[src/design/ssc_pkg.sv]
// Shared types and constants for the counted Shell sort block.
// No dependencies; imported by ssc_ram and shell_sort_counted.
package ssc_pkg;

    localparam int DATA_W  = 32;
    localparam int COUNT_W = 16;
    localparam logic [COUNT_W-1:0] COUNT_MAX = '1;

    typedef logic signed [DATA_W-1:0] word_t;
    typedef logic [COUNT_W-1:0]       count_t;

    typedef enum logic [3:0] {
        ST_LOAD,
        ST_SETUP,
        ST_PASS,
        ST_ITEM,
        ST_HOLD,
        ST_CMP,
        ST_WB,
        ST_EMIT_RD,
        ST_EMIT_LD,
        ST_EMIT_WAIT
    } state_t;

endpackage

[src/design/shell_sort_counted.sv]
// Shell sort (Hibbard gaps) with saturating move and compare counters.
// Loading: one item per cycle while s_tready is high; last item starts the sort.
// Sort: ITEM, HOLD, CMP per compare, WB per element; all passes on one store port.
// Output: n results, each read then held until taken; s_tready low until the last.
// Reset (rst_n low, async): empty set, counters and drop flag cleared; store not cleared.
module shell_sort_counted #(
    parameter int MAX_ITEMS = 64
) (
    input  logic        clk,
    input  logic        rst_n,
    // slave side: tdata = value[31:0]
    input  logic        s_tvalid,
    output logic        s_tready,
    input  logic [31:0] s_tdata,
    input  logic        s_tlast,
    // master side: tdata = sorted_value[31:0], move_count[47:32], compare_count[63:48]
    output logic        m_tvalid,
    input  logic        m_tready,
    output logic [63:0] m_tdata,
    output logic        m_tlast,
    // tuser = overflow
    output logic        m_tuser
);
    import ssc_pkg::*;

    localparam int AW = (MAX_ITEMS > 1) ? $clog2(MAX_ITEMS) : 1;
    localparam int CW = $clog2(MAX_ITEMS + 1);
    localparam int KW = $clog2(CW);

    // control state
    state_t         state_reg,    state_next;
    logic [CW-1:0]  count_reg,    count_next;
    logic [KW-1:0]  k_reg,        k_next;
    logic [CW-1:0]  i_reg,        i_next;
    logic [CW-1:0]  hole_reg,     hole_next;
    logic           shifted_reg,  shifted_next;
    count_t         moves_reg,    moves_next;
    count_t         compares_reg, compares_next;
    logic           dropped_reg,  dropped_next;
    logic           ovalid_reg,   ovalid_next;
    logic           olast_reg,    olast_next;
    // payload
    word_t          held_reg,     held_next;
    word_t          oval_reg,     oval_next;

    // store port
    logic           ram_we;
    logic [AW-1:0]  ram_waddr;
    word_t          ram_wdata;
    logic [AW-1:0]  ram_raddr;
    word_t          ram_rdata;

    logic [CW-1:0]  gap;
    logic [KW-1:0]  lg;
    logic [CW-1:0]  hole_dn;
    logic [CW-1:0]  hole_dn2;

    ssc_ram #(
        .DEPTH (MAX_ITEMS),
        .AW    (AW)
    ) u_store (
        .clk   (clk),
        .we    (ram_we),
        .waddr (ram_waddr),
        .wdata (ram_wdata),
        .raddr (ram_raddr),
        .rdata (ram_rdata)
    );

    // current gap 2^k - 1
    assign gap      = (CW'(1) << k_reg) - CW'(1);
    assign hole_dn  = hole_reg - gap;
    // next probe below the new hole
    assign hole_dn2 = hole_dn - gap;

    // floor(log2 n)
    always_comb
    begin
        lg = '0;
        for (int b = 0; b < CW; b++)
        begin
            if (count_reg[b])
            begin
                lg = KW'(b);
            end
        end
    end

    always_ff @(posedge clk or negedge rst_n)
    begin
        if (!rst_n)
        begin
            state_reg    <= ST_LOAD;
            count_reg    <= '0;
            k_reg        <= '0;
            i_reg        <= '0;
            hole_reg     <= '0;
            shifted_reg  <= 1'b0;
            moves_reg    <= '0;
            compares_reg <= '0;
            dropped_reg  <= 1'b0;
            ovalid_reg   <= 1'b0;
            olast_reg    <= 1'b0;
        end
        else
        begin
            state_reg    <= state_next;
            count_reg    <= count_next;
            k_reg        <= k_next;
            i_reg        <= i_next;
            hole_reg     <= hole_next;
            shifted_reg  <= shifted_next;
            moves_reg    <= moves_next;
            compares_reg <= compares_next;
            dropped_reg  <= dropped_next;
            ovalid_reg   <= ovalid_next;
            olast_reg    <= olast_next;
        end
    end

    always_ff @(posedge clk)
    begin
        held_reg <= held_next;
        oval_reg <= oval_next;
    end

    always_comb
    begin
        state_next    = state_reg;
        count_next    = count_reg;
        k_next        = k_reg;
        i_next        = i_reg;
        hole_next     = hole_reg;
        shifted_next  = shifted_reg;
        moves_next    = moves_reg;
        compares_next = compares_reg;
        dropped_next  = dropped_reg;
        ovalid_next   = ovalid_reg;
        olast_next    = olast_reg;
        held_next     = held_reg;
        oval_next     = oval_reg;
        ram_we        = 1'b0;
        ram_waddr     = count_reg[AW-1:0];
        ram_wdata     = word_t'(s_tdata);
        ram_raddr     = i_reg[AW-1:0];
        s_tready      = 1'b0;

        unique case (state_reg)
            ST_LOAD:
            begin
                s_tready = 1'b1;
                if (s_tvalid)
                begin
                    if (count_reg < CW'(MAX_ITEMS))
                    begin
                        ram_we     = 1'b1;
                        count_next = count_reg + CW'(1);
                    end
                    else
                    begin
                        dropped_next = 1'b1;
                    end
                    if (s_tlast)
                    begin
                        state_next = ST_SETUP;
                    end
                end
            end

            ST_SETUP:
            begin
                // first k = floor(log2 n) - 2; short sets go straight to gap 1
                if (int'(lg) >= 4)
                begin
                    k_next = lg - KW'(2);
                end
                else
                begin
                    k_next = KW'(1);
                end
                state_next = ST_PASS;
            end

            ST_PASS:
            begin
                i_next     = gap;
                state_next = ST_ITEM;
            end

            ST_ITEM:
            begin
                if (i_reg >= count_reg)
                begin
                    if (k_reg == KW'(1))
                    begin
                        i_next     = '0;
                        state_next = ST_EMIT_RD;
                    end
                    else
                    begin
                        k_next     = k_reg - KW'(1);
                        state_next = ST_PASS;
                    end
                end
                else
                begin
                    // take the element out
                    hole_next    = i_reg;
                    shifted_next = 1'b0;
                    if (moves_reg != COUNT_MAX)
                    begin
                        moves_next = moves_reg + count_t'(1);
                    end
                    state_next = ST_HOLD;
                end
            end

            ST_HOLD:
            begin
                held_next  = ram_rdata;
                ram_raddr  = hole_dn[AW-1:0];
                state_next = ST_CMP;
            end

            ST_CMP:
            begin
                if (held_reg < ram_rdata)
                begin
                    // shift neighbor up by the gap
                    ram_we       = 1'b1;
                    ram_waddr    = hole_reg[AW-1:0];
                    ram_wdata    = ram_rdata;
                    hole_next    = hole_dn;
                    shifted_next = 1'b1;
                    if (moves_reg != COUNT_MAX)
                    begin
                        moves_next = moves_reg + count_t'(1);
                    end
                    if (compares_reg != COUNT_MAX)
                    begin
                        compares_next = compares_reg + count_t'(1);
                    end
                    ram_raddr = hole_dn2[AW-1:0];
                    if (hole_dn < gap)
                    begin
                        state_next = ST_WB;
                    end
                end
                else
                begin
                    state_next = ST_WB;
                end
            end

            ST_WB:
            begin
                ram_we    = 1'b1;
                ram_waddr = hole_reg[AW-1:0];
                ram_wdata = held_reg;
                if (moves_reg != COUNT_MAX)
                begin
                    moves_next = moves_reg + count_t'(1);
                end
                // a lone failing compare counts only when nothing moved
                if (!shifted_reg && compares_reg != COUNT_MAX)
                begin
                    compares_next = compares_reg + count_t'(1);
                end
                i_next     = i_reg + CW'(1);
                state_next = ST_ITEM;
            end

            ST_EMIT_RD:
            begin
                state_next = ST_EMIT_LD;
            end

            ST_EMIT_LD:
            begin
                oval_next   = ram_rdata;
                olast_next  = (i_reg == count_reg - CW'(1));
                ovalid_next = 1'b1;
                state_next  = ST_EMIT_WAIT;
            end

            ST_EMIT_WAIT:
            begin
                if (m_tready)
                begin
                    ovalid_next = 1'b0;
                    if (olast_reg)
                    begin
                        count_next    = '0;
                        moves_next    = '0;
                        compares_next = '0;
                        dropped_next  = 1'b0;
                        state_next    = ST_LOAD;
                    end
                    else
                    begin
                        i_next     = i_reg + CW'(1);
                        state_next = ST_EMIT_RD;
                    end
                end
            end

            default:
            begin
                state_next = ST_LOAD;
            end
        endcase
    end

    // counts and the drop flag hold still for the whole emission
    assign m_tvalid = ovalid_reg;
    assign m_tdata  = {compares_reg, moves_reg, oval_reg};
    assign m_tlast  = olast_reg;
    assign m_tuser  = dropped_reg;

`ifndef SYNTHESIS
    // never loading and emitting at once
    a_exclusive: assert property (@(posedge clk) disable iff (!rst_n)
        !(s_tready && m_tvalid))
        else $error("load and emit overlap");

    // a set being sorted or emitted is never empty
    a_nonempty: assert property (@(posedge clk) disable iff (!rst_n)
        !s_tready |-> (count_reg != '0))
        else $error("sorting an empty set");

    // the final result hands control back to loading
    a_reload: assert property (@(posedge clk) disable iff (!rst_n)
        (m_tvalid && m_tready && m_tlast) |=> (s_tready && moves_reg == '0))
        else $error("no return to load after final result");
`endif

endmodule

[src/design/ssc_ram.sv]
// Element store: single write port, single read port with registered data.
// Depends on ssc_pkg for the word type.
module ssc_ram #(
    parameter int DEPTH = 64,
    parameter int AW    = 6
) (
    input  logic                clk,
    input  logic                we,
    input  logic [AW-1:0]       waddr,
    input  ssc_pkg::word_t      wdata,
    input  logic [AW-1:0]       raddr,
    output ssc_pkg::word_t      rdata
);
    import ssc_pkg::*;

    word_t mem [DEPTH];
    word_t rdata_reg;

    always_ff @(posedge clk)
    begin
        if (we)
        begin
            mem[waddr] <= wdata;
        end
        rdata_reg <= mem[raddr];
    end

    assign rdata = rdata_reg;

endmodule
[config.mk]
export PLATFORM = sky130hd
export DESIGN_NAME = shell_sort_counted
export DESIGN_NICKNAME = d
export VERILOG_FILES = /design/src/design/ssc_pkg.sv /design/src/design/shell_sort_counted.sv /design/src/design/ssc_ram.sv
export SDC_FILE = /design/constraint.sdc
export NUM_CORES = 2
export LEC_CHECK = 0
export ABC_CLOCK_PERIOD_IN_PS = 6500
export BUFFER_PORTS_ARGS = -buffer_cell sky130_fd_sc_hd__buf_2
export CORE_ASPECT_RATIO = 2
export CORE_UTILIZATION = 60
export CTS_BUF_LIST = sky130_fd_sc_hd__clkbuf_4
export DETAILED_ROUTE_END_ITERATION = 8
export PLACE_DENSITY = 0.73
export SETUP_SLACK_MARGIN = 0.05
export SYNTH_ARGS = -nofsm -noshare
export SYNTH_HDL_FRONTEND = slang
export SYNTH_HIERARCHICAL = 1
export SYNTH_SLANG_ARGS = --single-unit
[constraint.sdc]
create_clock -name clk -period 6.5 [get_ports clk]
set_clock_uncertainty 0.15 [all_clocks]
set_input_delay 0.65 -clock clk [delete_from_list [all_inputs] [get_ports clk]]
set_output_delay 0.65 -clock clk [all_outputs]
set_load 0.02 [all_outputs]
==> results.yml <==
run_status:
  status: "finished clean"
floorplanning:
  fp.dieH_um: 540.1
  core_sq_mm: 0.1439
  fp-row-count: 197
  die_w_um: 271.0
  dieArea_sq_mm: 0.1464
  start_util_pct: 60.34
  pin_count: 105
logic_synthesis:
  ys_ff_latch: 2208
  postSynthAreaPerCell_sq_um: 20.72
  synth.most_common_cell: "edfxtp_1"
  synth_top_area_share_pct: 73.02
  synth_edf_count: 2112
  syn-cell-area_sq_mm: 0.08685
  synth_area_leaders: "edfxtp_1, mux4_2, dfrtp_1"
  yosysSeqAreaShare_pct: 75.60
  synth_cell_types: 79
  syn-num-nets: 4288
  yosys.area.top_type: "edfxtp_1"
  ys_top_cells_by_count: "edfxtp_1, mux4_2, nor2_1"
  synthCells: 4191
  synth_warnings: 6
  synthFlopType: "edfxtp_1"
  synthArstFlopShare_pct: 2.899
timing:
  relSlewSlack_pct: 15.74
  finalCriticalPeriod_ns: 6.231
  finalSetupViolCount: 0
  fin_ws_ns: 0.2693
  fmax_ghz: 0.1605
  slew_viol_final: 0
  tns_ns: 0
  hold_viol_final: 0
  rsz0062_at_grt: "false"
  worst_pin_slew_ns: 1.264
  period_share_pct: 95.86
critical_path:
  cp_cell_sequence: "inv_1, ha_1, nand4_1, nor4_2, nand2_1, o22ai_1, o31a_1, nor2_2, a221o_4, buf_12, nor2b_1, buf_4, nand2_1, a311oi_1, nor3_1"
  crit_path_end_kind: "flop"
  max_stage_delay_ns: 0.76
  cp-start-kind: "flop"
  crit_fanout: 63
  critical_path_class: "reg -> reg"
  critPathSlowestCell: "nor2b_1"
  rrSetupSlack_ns: 0.27
  path_common_cell: "nand2_1"
  cp.required_ns: 7.40
  arrival_ns: 7.13
routing:
  dr_wl_met2_mm: 121.7
  top_layer_used: "met5"
  m1WireLength_mm: 74.72
  drtIter0Drc: 5260
  met3_length_mm: 19.24
  vias_per_cell: 6.654
  vias: 46990
  wl_mm: 230.7
  first_pass_iters: 6
  ant_nets: 0
  wire_per_inst_um: 32.67
  drc: 0
placement:
  hpwlAfterDp_mm: 143.6
  gp_congestion: 0.9225
  port_buffers: 104
  place_ws_ns: 0.07485
clock_tree:
  clkLatencyLatePin_ns: 1.22
  clock_sinks: 2208
  htree_levels: 5
  clockBufferDepth: 4
  cts_inserted_buffers: 452
  cts_tree: "built"
  post-cts-setup-buffer-count: 0
  clkTransAtPathRegs_ns: 0.07
  cts_root_buf: "clkbuf_4"
layout:
  nets: 4878
  area_growth_pct: 12.55
  fin_util_pct: 67.91
  regMostFlops: "u_store/mem"
  drive_gt1_share_pct: 33.59
  largest_reg_flops: 2048
grt:
  track_usage_pct: 32.09
  grt_max_degree: 65
  grt-ovfl-total: 0
  grt_pass1_wl_mm: 331.0
  grt_pass1_vias: 48650
  grt_antenna_before_repair: 14
power:
  p_leak_nw: 32.11
  ir_worst_vdd_mv: 0.2948
  power_density_mw_per_mm2: 472.9
hold_path:
  min_path_type: "in -> reg"
flow_run:
  max-cap-violations: 0
-- cell usage in the layout, fill, tap and decap left out, types with 99 or more instances in the layout --
cell      count
clkinv_1    131
edfxtp_1   2112
buf_2       104
mux4_2      544
nand2_1      99
buf_4       202
mux2i_1     105
o22ai_1      99
nor2_1      140
clkbuf_4    650
-- final cells by class --
class | count | area [sq um]
clock buffer | 650 | 4880
clock inverter | 180 | 950.9
fill | 9100 | 46200
antenna | 14 | 35.03
inverter | 75 | 281.5
timing repair buffer | 363 | 3099
sequential | 2208 | 65660
multi-input combinational | 1681 | 20480
tap | 1890 | 2365
-- final timing paths --
kind	from	to	cells past startpoint
setup / recovery	u_store/rdata[31]	u_store/rdata[17]	15
hold / removal	s_tdata[17]	u_store/mem[34][17]	2
setup reg to reg	u_store/rdata[31]	u_store/rdata[17]	15
hold reg to reg	u_store/rdata[15]	oval_reg[15]	0
max in group asynchronous	rst_n	i_reg[0]	4
min in group asynchronous	rst_n	moves_reg[7]	4
-- through the flow --
step | hold WS, ns | instance area [sq um] | power [mW] | instances
floorplan | 0.2044 | 86850 | 29.47 | 4191
global placement | 0.3175 | 91790 | 36.04 | 6209
detailed placement | 0.3156 | 91800 | 36.29 | 6210
CTS | 0.02714 | 97710 | 46.34 | 7047
global route | 0.09830 | 97740 | 47.88 | 7058
finish | 0.1455 | 97750 | 46.23 | 7061
-- metal layers --
metal	up-vias	GRT usage (%)
met5	-	0
met4	2	19.16
met3	751	5.947
met2	2803	55.75
met1	24400	36.97
li1	19030	-
-- worst max-delay path, delay by kind of cell, from the launching register on --
family / cells / cell delay, ns
fa+ha+maj: 1 / 0.37
buf+inv: 3 / 0.64
flops: 1 / 0.57
simple gates: 7 / 2.16
compound gates: 4 / 2.09
-- where the power goes --
group          internal [mW]  switching (mW)
Clock                   4.94            5.18
Combinational           7.64            10.8
Sequential              17.1           0.565
Total                   29.7            16.5
-- kinds of logic after synthesis --
family / after synthesis / share of synthesized area [%]
AOI/OAI and AO/OA: 442 / 3.584
xor gates and xnor gates: 28 / 0.2982
muxes: 655 / 15.41
adders and majority gates: 60 / 0.8817
buffers and inverters: 302 / 1.559
and+or+nand+nor: 496 / 2.667
DFF: 2208 / 75.60
-- what timing repair did --
action | 4_1_cts | 5_1_grt
endpoints found under the setup margin | 1 | 74
gates resized for setup | 1 | 1
endpoints found under the hold margin | 97 | 0
hold buffers | 7 | 0
(Power assumes the default switching activity.)
